==> config.mk <==
export PLATFORM = sky130hd
export DESIGN_NAME = crc_checked_reply_receiver
export DESIGN_NICKNAME = d
export VERILOG_FILES = /design/src/hdl/ccrr_pkg.sv /design/src/hdl/ccrr_res_buf.sv /design/src/hdl/crc_checked_reply_receiver.sv
export SDC_FILE = /design/constraint.sdc
export NUM_CORES = 1
export LEC_CHECK = 0
export BUFFER_PORTS_ARGS = -buffer_cell sky130_fd_sc_hd__buf_4
export CORE_AREA = 2 2 101 201
export CTS_BUF_LIST = sky130_fd_sc_hd__clkbuf_4
export DETAILED_ROUTE_END_ITERATION = 16
export DIE_AREA = 0 0 103 203
export PLACE_DENSITY = 0.69
export SLEW_MARGIN = 10
export SYNTH_ARGS = -nofsm -noshare
export SYNTH_HDL_FRONTEND = slang
export SYNTH_SLANG_ARGS = --single-unit
==> constraint.sdc <==
create_clock -name clk -period 5.4 [get_ports clk]
set_input_delay 0.81 -clock clk [delete_from_list [all_inputs] [get_ports clk]]
set_output_delay 0.81 -clock clk [all_outputs]
set_load 0.05 [all_outputs]
==> src/hdl/ccrr_pkg.sv <==
// Package with the item types, codes and the CRC-16 byte update for the reply receiver.
`timescale 1ns / 1ps

package ccrr_pkg;

  localparam int CRC_WIDTH  = 16;
  localparam int BYTE_WIDTH = 8;
  localparam int VAL_WIDTH  = 32;
  localparam int POS_WIDTH  = 3;

  localparam logic [CRC_WIDTH-1:0]  CRC_POLY             = 16'h1021;
  localparam logic [CRC_WIDTH-1:0]  CRC_TOP              = 16'h8000;
  localparam logic [BYTE_WIDTH-1:0] DEVICE_ADDRESS_RESET = 8'd128;

  localparam logic FUNC_START = 1'b0;
  localparam logic FUNC_BYTE  = 1'b1;

  localparam logic [1:0] KIND_U16     = 2'd0;
  localparam logic [1:0] KIND_U32     = 2'd1;
  localparam logic [1:0] KIND_U32_DIR = 2'd2;

  typedef struct packed {
    logic                  func;
    logic [BYTE_WIDTH-1:0] command;
    logic [1:0]            reply_kind;
    logic [BYTE_WIDTH-1:0] data_byte;
  } rx_item_t;

  typedef struct packed {
    logic [VAL_WIDTH-1:0] value;
    logic                 crc_ok;
    logic [CRC_WIDTH-1:0] expected_crc;
    logic [CRC_WIDTH-1:0] received_crc;
  } res_item_t;

  function automatic logic [CRC_WIDTH-1:0] crc_fold(input logic [CRC_WIDTH-1:0] crc,
                                                   input logic [BYTE_WIDTH-1:0] b);
    logic [CRC_WIDTH-1:0] c;
    c = crc ^ {b, {(CRC_WIDTH-BYTE_WIDTH){1'b0}}};
    for (int k = 0; k < BYTE_WIDTH; k++) begin
      if ((c & CRC_TOP) != '0) begin
        c = {c[CRC_WIDTH-2:0], 1'b0} ^ CRC_POLY;
      end else begin
        c = {c[CRC_WIDTH-2:0], 1'b0};
      end
    end
    return c;
  endfunction

  localparam logic [CRC_WIDTH-1:0] ADDR_CRC_RESET = crc_fold('0, DEVICE_ADDRESS_RESET);

endpackage

==> src/hdl/ccrr_res_buf.sv <==
// Two-entry result buffer that lets new bytes be taken while a result waits.
`timescale 1ns / 1ps

module ccrr_res_buf import ccrr_pkg::*; (
  input  logic      clk,
  input  logic      rst,
  input  logic      push,
  input  res_item_t push_item,
  output logic      full,
  output logic      res_valid,
  input  logic      res_stall,
  output res_item_t res_item
);

  logic [1:0] count;
  res_item_t  head;
  res_item_t  spare;
  logic       pop;

  assign pop       = res_valid && !res_stall;
  assign res_valid = (count != 2'd0);
  assign full      = (count == 2'd2);
  assign res_item  = head;

  always_ff @(posedge clk) begin
    if (rst) begin
      count <= 2'd0;
    end else begin
      case (count)
        2'd0: begin
          if (push) begin
            head  <= push_item;
            count <= 2'd1;
          end
        end
        2'd1: begin
          if (push && pop) begin
            head <= push_item;
          end else if (push) begin
            spare <= push_item;
            count <= 2'd2;
          end else if (pop) begin
            count <= 2'd0;
          end
        end
        2'd2: begin
          if (pop) begin
            head  <= spare;
            count <= 2'd1;
          end
        end
        default: begin
          count <= 2'd0;
        end
      endcase
    end
  end

endmodule

==> src/hdl/crc_checked_reply_receiver.sv <==
// Top level of the CRC-checked reply receiver: frame tracking, CRC update and result buffer.
//
//   channel  direction  handshake            payload
//   rx       in         rx_valid / rx_stall  rx_item (rx_item_t)
//   res      out        res_valid / res_stall res_item (res_item_t)
//   cfg      in         cfg_valid / cfg_ready cfg_data (device address)
//
// The CRC byte update and value gathering sit between the accepted item and the frame
// registers, and a result enters the buffer on the same edge.
// A result is registered into the result buffer when the last CRC byte is transferred,
// and reaches res later when an earlier result is still waiting in the buffer.
// Reset ends any frame in progress and sets the device address to 128.
// rx stalls only while both result buffer entries are waiting; cfg_ready is always high.
`timescale 1ns / 1ps

module crc_checked_reply_receiver import ccrr_pkg::*; (
  input  logic                  clk,
  input  logic                  rst,
  input  logic                  rx_valid,
  output logic                  rx_stall,
  input  rx_item_t              rx_item,
  output logic                  res_valid,
  input  logic                  res_stall,
  output res_item_t             res_item,
  input  logic                  cfg_valid,
  output logic                  cfg_ready,
  input  logic [BYTE_WIDTH-1:0] cfg_data
);

  logic [CRC_WIDTH-1:0]  addr_crc;
  logic [CRC_WIDTH-1:0]  running_crc;
  logic [VAL_WIDTH-1:0]  value_accumulator;
  logic [POS_WIDTH-1:0]  byte_position;
  logic [1:0]            pending_kind;
  logic                  reply_pending;
  logic [BYTE_WIDTH-1:0] crc_high_byte;

  logic                  rx_accept;
  logic                  buf_full;
  logic                  push;
  res_item_t             push_item;
  logic [POS_WIDTH-1:0]  value_bytes;
  logic [POS_WIDTH-1:0]  payload_bytes;
  logic [CRC_WIDTH-1:0]  crc_byte_next;
  logic [CRC_WIDTH-1:0]  received;

  assign cfg_ready = 1'b1;
  assign rx_stall  = buf_full;
  assign rx_accept = rx_valid && !rx_stall;

  assign value_bytes   = (pending_kind == KIND_U16) ? POS_WIDTH'(2) : POS_WIDTH'(4);
  assign payload_bytes = (pending_kind == KIND_U32_DIR) ? POS_WIDTH'(5) : value_bytes;
  assign crc_byte_next = crc_fold(running_crc, rx_item.data_byte);
  assign received      = {crc_high_byte, rx_item.data_byte};

  assign push = rx_accept && (rx_item.func == FUNC_BYTE) && reply_pending
             && (byte_position > payload_bytes);

  always_comb begin
    push_item.value        = value_accumulator;
    push_item.crc_ok       = (received == running_crc);
    push_item.expected_crc = running_crc;
    push_item.received_crc = received;
  end

  always_ff @(posedge clk) begin
    if (rst) begin
      addr_crc <= ADDR_CRC_RESET;
    end else if (cfg_valid && cfg_ready) begin
      addr_crc <= crc_fold('0, cfg_data);
    end
  end

  always_ff @(posedge clk) begin
    if (rst) begin
      reply_pending <= 1'b0;
      byte_position <= '0;
    end else if (rx_accept) begin
      if (rx_item.func == FUNC_START) begin
        running_crc       <= crc_fold(addr_crc, rx_item.command);
        value_accumulator <= '0;
        byte_position     <= '0;
        crc_high_byte     <= '0;
        pending_kind      <= rx_item.reply_kind;
        reply_pending     <= (rx_item.reply_kind <= KIND_U32_DIR);
      end else if (reply_pending) begin
        if (byte_position < value_bytes) begin
          value_accumulator <= {value_accumulator[VAL_WIDTH-BYTE_WIDTH-1:0],
                                rx_item.data_byte};
          running_crc       <= crc_byte_next;
          byte_position     <= byte_position + POS_WIDTH'(1);
        end else if (byte_position < payload_bytes) begin
          running_crc <= crc_byte_next;
          if (rx_item.data_byte != '0) begin
            value_accumulator <= '0 - value_accumulator;
          end
          byte_position <= byte_position + POS_WIDTH'(1);
        end else if (byte_position == payload_bytes) begin
          crc_high_byte <= rx_item.data_byte;
          byte_position <= byte_position + POS_WIDTH'(1);
        end else begin
          reply_pending <= 1'b0;
          byte_position <= '0;
        end
      end
    end
  end

  ccrr_res_buf u_res_buf (
    .clk       (clk),
    .rst       (rst),
    .push      (push),
    .push_item (push_item),
    .full      (buf_full),
    .res_valid (res_valid),
    .res_stall (res_stall),
    .res_item  (res_item)
  );

  a_stall_needs_result: assert property (@(posedge clk) disable iff (rst)
    rx_stall |-> res_valid)
    else $error("rx stalled with no result waiting");

  a_push_ends_frame: assert property (@(posedge clk) disable iff (rst)
    push |=> !reply_pending)
    else $error("frame still pending after its result");

  a_position_bound: assert property (@(posedge clk) disable iff (rst)
    byte_position <= POS_WIDTH'(6))
    else $error("byte position beyond the longest frame");

  a_result_after_push: assert property (@(posedge clk) disable iff (rst)
    push |=> res_valid)
    else $error("result lost after push");

endmodule

After elaboration in Yosys (flattened, before gate mapping)
Index checks and enable logic that the tools add are counted.
{"block": "totals", "out_inout_bits": 68, "in_bits": 32, "register_bits": 210, "word_cells": 181}
{"block": "classes", "n_mux": 93, "n_bitwise": 29, "n_reduce_logical": 21, "eq_ne": 16, "add_sub_neg": 2, "order_cmp": 4}
{"operator": "16-bit 2-to-1 mux", "count": 39}
{"operator": "13-bit 2-to-1 mux", "count": 24}
{"operator": "65-bit 2-to-1 mux", "count": 3}
{"operator": "65-bit one-hot mux with 3 select lines", "count": 1}
{"operator": "32-bit 2-to-1 mux", "count": 4}
{"operator": "3-bit NOT", "count": 24}
{"operator": "8-bit 2-to-1 mux", "count": 4}
{"operator": "1-bit by 32-bit subtractor with 32-bit output (first input constant)", "count": 1}
{"operator": "16-bit bitwise XOR", "count": 2}
{"operator": "3-bit 2-to-1 mux", "count": 7}
{"operator": "16-bit == test", "count": 1}
{"operator": "4-bit AND reduction", "count": 3}
{"operator": "2-bit 2-to-1 mux", "count": 5}
{"operator": "2-bit by 1-bit inequality test with 1-bit output (second input constant)", "count": 5}
{"operator": "5-bit AND reduction", "count": 2}
{"operator": "3-bit by 1-bit inequality test with 1-bit output (second input constant)", "count": 3}
{"operator": "8-bit nonzero test", "count": 1}
{"operator": "1-bit logical AND", "count": 6}
{"operator": "3-bit < comparator", "count": 2}
{"operator": "2-bit inequality test (second input constant)", "count": 3}
{"operator": "2-bit one-hot mux with 3 select lines", "count": 1}
{"operator": "6-bit AND reduction", "count": 1}
{"operator": "1-bit 2-to-1 mux", "count": 5}
{"operator": "2-bit == test (second input constant)", "count": 2}
{"operator": "other kinds (12)", "count": 16}

Logic depth before layout (Yosys ltp)
{"block": "depth", "ltp_word": 39, "depth_mapped": 8, "ltp_nobuf": 8}

Cells and area by module
Synthesis repeated with hierarchy kept, for this count alone.
{"block": "hier_totals", "cells_unflattened": 698, "area_unflattened_um2": 9623.0}
{"module": "ccrr_res_buf", "n_inst": 1, "cells_each": 218, "area_each_um2": 4939.7, "seq_area_each_um2": 3943.8}
{"module": "crc_checked_reply_receiver", "n_inst": 1, "cells_each": 480, "area_each_um2": 4683.2, "seq_area_each_um2": 2042.0}

Worst setup path before layout
Ideal clock, no wire load.
{"block": "synth_timing", "path_type": "in2reg", "from": "input port rx_item[18] (netlist name)", "to": "register u_res_buf.head (netlist bit u_res_buf.res_item[0]) (enable)", "stages": 6, "slack_ps": -195, "t_arrival_ps": 5086, "setup_ps": 509, "path_buffers": 1, "t_required_ps": 4891, "cell_sequence": "clkbuf_1 nand2_1 nor3b_1 nand2_1 or3_1 a21oi_1"}
{"block": "synth_via", "elab_chain_len": 6, "word_cells_on_any_way": 7, "classes_between": "eq/ne: 2; reduce/logical: 5"}
{"element": "from (decl)", "line": "crc_checked_reply_receiver.sv:21", "text": "input rx_item_t rx_item,"}
{"element": "1-bit logical AND (*) (2 in series)", "line": "crc_checked_reply_receiver.sv:56", "text": "assign push = rx_accept && (rx_item.func == FUNC_BYTE) && reply_pending"}
{"element": "1-bit logical AND (*)", "line": "crc_checked_reply_receiver.sv:57", "text": "&& (byte_position > payload_bytes);"}
{"element": "1-bit logical AND", "line": "ccrr_res_buf.sv:37", "text": "if (push && pop) begin"}
{"element": "2-bit by 1-bit inequality test with 1-bit output (no line)"}
{"element": "5-bit AND reduction (no line) (*)"}
{"element": "to (signal assigned)", "line": "ccrr_res_buf.sv:32", "text": "head <= push_item;"}
{"element": "to (signal assigned)", "line": "ccrr_res_buf.sv:38", "text": "head <= push_item;"}
{"element": "to (signal assigned)", "line": "ccrr_res_buf.sv:48", "text": "head <= spare;"}
{"element": "to (decl)", "line": "ccrr_res_buf.sv:16", "text": "res_item_t head;"}
Every way passes the cells marked *; elsewhere a longest branch is shown, timed or not.
A chain may end at the register's enable or synchronous reset.

Worst setup path after layout
{"block": "layout_timing", "from": "register pending_kind[1]", "to": "register u_res_buf.head (netlist bit u_res_buf.res_item[13]) (enable)"}
{"block": "layout_via", "elab_chain_len": 8, "word_cells_on_any_way": 10, "classes_between": "order compare: 1; eq/ne: 3; mux: 2; reduce/logical: 4"}
{"element": "from (decl)", "line": "crc_checked_reply_receiver.sv:34", "text": "logic [1:0] pending_kind;"}
{"element": "from (signal assigned)", "line": "crc_checked_reply_receiver.sv:84", "text": "pending_kind <= rx_item.reply_kind;"}
{"element": "2-bit logical NOT", "line": "crc_checked_reply_receiver.sv:51", "text": "assign value_bytes = (pending_kind == KIND_U16) ? POS_WIDTH'(2) : POS_WIDTH'(4);"}
{"element": "3-bit 2-to-1 mux", "line": "crc_checked_reply_receiver.sv:51"}
{"element": "3-bit 2-to-1 mux (*)", "line": "crc_checked_reply_receiver.sv:52", "text": "assign payload_bytes = (pending_kind == KIND_U32_DIR) ? POS_WIDTH'(5) : value_bytes;"}
{"element": "3-bit > comparator (*)", "line": "crc_checked_reply_receiver.sv:57"}
{"element": "1-bit logical AND (*)", "line": "crc_checked_reply_receiver.sv:57"}
{"element": "1-bit logical AND", "line": "ccrr_res_buf.sv:37"}
{"element": "2-bit by 1-bit inequality test with 1-bit output (no line)"}
{"element": "5-bit AND reduction (no line) (*)"}
Marks and branches as above.

==> flow_metrics.py <==
metrics = {
    "clocking": {
        "cts_hold_buf": 0,
        "cts_sinks": 205,
        "clock_latency_ps": 620,
        "cts.path.max_buffers": 3,
        "cts_tree": "yes",
        "cts_buffers": 44,
        "cts_max_level": 2,
        "clk_pin_slew_ps": 70,
        "postCtsSetupBuffers": 0,
        "ctsResizeCount": 0,
        "root_buffer": "clkbuf_4",
    },
    "placed_design": {
        "gp_congestion": 0.853,
        "post-place-ws_ps": 1710,
        "hpwl_mm": 14.3,
        "io_buffers": 98,
        "placed_area_um2": 10200,
    },
    "grt": {
        "grt_pass1_vias": 6349,
        "use_met2_pct": 40.3,
        "busiest_layer": "met2",
        "gr-usage-met3_pct": 3.24,
        "grt_pass1_wl_mm": 32.2,
        "grt_usage_pct": 20.4,
        "grt_max_degree": 69,
        "antenna_found_initial": 1,
        "grt_overflow_total": 0,
        "grt_use_met1_pct": 19.1,
    },
    "synth": {
        "syn_area_um2": 9220,
        "yosysWarnings": 0,
        "yosysSeqAreaShare_pct": 64.9,
        "synth_cell_type_count": 48,
        "synthArstFlopShare_pct": 0,
        "synthesis.nets": 836,
        "syn_area_per_cell_um2": 11.5,
        "synth_seq_cells": 205,
        "syn_inst": 798,
        "synth_edf_count": 188,
        "synth_top_area_share_pct": 61.3,
        "synth_common_cells": "nand2_1, edfxtp_1, xnor2_1",
        "synth_most_common_cell": "nand2_1",
        "synth_area_leader_cell": "edfxtp_1",
        "dominantRegCellSynth": "edfxtp_1",
        "yosys-top-cells-area": "edfxtp_1, nand2_1, xnor2_1, dfxtp_1, xor2_1",
    },
    "timing": {
        "min_period_ps": 3360,
        "max_slew_margin_pct": 40.4,
        "setup_slack_ps": 2040,
        "finalCritPeriodShare_pct": 62.2,
        "setup_violations": 0,
        "fin_skew_ps": 24.5,
        "drv_slew": 0,
        "setup_tns_ps": 0,
        "worst_pin_slew_ps": 893,
        "hold_viol_final": 0,
        "max_freq_mhz": 298,
        "rsz0062_at_grt": "no",
    },
    "pwr": {
        "ir_worst_vdd_mv": 0.196,
        "power.leakage_nw": 4.02,
        "p_total_mw": 3.16,
        "cellPowerDensity_nw_per_um2": 294,
    },
    "worst_setup_path": {
        "worstPathMaxFanout": 32,
        "arrival_ps": 3630,
        "path_class": "reg2reg",
        "critPathMaxStageDelay_ps": 570,
        "rr_startpoint": "pending_kind[1]",
        "reg2reg_slack_ps": 2040,
        "crit_chain": "nor2_1 -> inv_1 -> ha_1 -> and3_1 -> a21oi_1 -> nand2_1 -> or3_1 -> a21oi_4 -> buf_4",
        "end_kind": "register",
        "crit_path_start_kind": "register",
        "required_ps": 5670,
        "r2r_cells": 9,
        "r2r-end": "u_res_buf.res_item[13]",
        "startpoint": "pending_kind[1]",
        "crit_path_top_delay_cell": "a21oi_4",
        "crit_end": "u_res_buf.res_item[13]",
    },
    "finish": {
        "final_cell_area_um2": 10800,
        "final_nets": 955,
        "fin_util_pct": 55.8,
        "area_growth_pct": 16.7,
        "drive_above_1_share_pct": 20.1,
    },
    "hold_path": {
        "worstHoldPathType": "in2reg",
        "hp-start": "rx_item[9]",
    },
    "detailed_routing": {
        "final_antenna_net_count": 0,
        "drt-vias-per-instance": 5.14,
        "drcViolationCount": 0,
        "drt_iter0_markers": 185,
        "routed_wl_mm": 20.5,
        "firstDrtPassIters": 4,
        "wl_per_cell_um": 17.1,
        "vias": 6188,
    },
    "floorplanning": {
        "fp.dieH_um": 203,
        "die_w_um": 103,
        "fp-row-count": 72,
        "initial_utilization_pct": 47.8,
        "coreArea_um2": 19300,
        "dieArea_um2": 20900,
        "ios": 100,
    },
    "job": {
        "maxCapViolations": 0,
    },
    "status": {
        "status": "finished, final reports clean",
    },
}
-- cell type report --
cell class / count / area [um^2]
fillers: 1771 / 8520
clock buffers: 67 / 503
clock inverters: 5 / 18.8
flip-flops and latches: 205 / 5990
multi-input cells: 551 / 3090
repair buffers: 107 / 803
well taps: 259 / 324
inverters: 8 / 30.0
diodes: 1 / 2.50
-- cell usage in the layout, fill, tap and decap left out, types with 2 or more instances in the layout --
cell / n
a211oi_1: 9
a21oi_1: 29
a22oi_1: 2
a31oi_1: 2
and2_1: 9
buf_4: 107
clkbuf_4: 67
clkinv_1: 6
dfxtp_1: 17
edfxtp_1: 188
ha_1: 6
inv_1: 6
mux2i_1: 5
nand2_1: 234
nand3_1: 7
nand3b_1: 4
nand4_1: 5
nand4b_1: 3
nor2_1: 48
nor3_1: 9
nor3b_1: 3
nor4_1: 14
o211ai_1: 2
o21ai_0: 9
o22ai_1: 6
o2bb2ai_1: 8
o31ai_1: 5
or2_2: 6
or3_1: 4
or4_1: 8
xnor2_1: 60
xor2_1: 36
-- worst min-delay path by stage --
stage | to | slack (ps) | depth (start not counted)
2_1_floorplan | u_res_buf.spare[41] | 420 | 0
3_3_place_gp | u_res_buf.spare[14] | 480 | 0
3_5_place_dp | u_res_buf.res_item[64] | 490 | 2
4_1_cts | pending_kind[1] | 330 | 1
5_1_grt | pending_kind[1] | 330 | 1
6_report | pending_kind[1] | 390 | 1
-- worst max-delay path, delay by kind of cell, from the launching register on --
kind,cells,cell delay [ps]
AOI/OAI and AO/OA,2,870
adders and majority gates,1,280
buffers and inverters,2,540
DFF,1,420
and+or+nand+nor,4,870
-- metal layers --
metal  vias up  part of all wire (%)
li1       3066                     -
met5         -                     0
met1      2926                    33
met4         0                   3.9
met2       149                    60
met3        47                   3.2
-- cells by family (layout without fill, tap and decap cells) --
logic type	after synthesis	after routing	share of synthesized area, %
xor+xnor	96	96	9.12
flops	205	205	64.9
compound gates	77	77	5.23
fa+ha+maj	6	6	0.815
other cells	1	2	0.0407
buf+inv	42	187	1.83
simple gates	366	366	17.5
mux	5	5	0.543
-- metrics by stage --
step                      hold WS, ps  cells
after floorplan                   424    798
after global placement            481   1130
after detailed placement          491   1130
after CTS                         332   1202
after global routing              334   1203
final                             389   1203
-- sequential cells by signal (all words and copies together), names as in the netlist --
register	flops
u_res_buf.res_item	65
u_res_buf.spare	65
value_accumulator	32
running_crc	16
addr_crc	11
crc_high_byte	8
byte_position	3
pending_kind	2
u_res_buf.count	2
reply_pending	1
-- where the power goes --
part           total [mW]  switching (mW)  leakage, nW  internal [mW]
clock network        1.11           0.546        0.316          0.559
logic               0.251           0.140         1.85          0.111
registers            1.80          0.0387         1.85           1.76
total                3.16           0.725         4.02           2.43
Power figures use the tool's default switching activity.
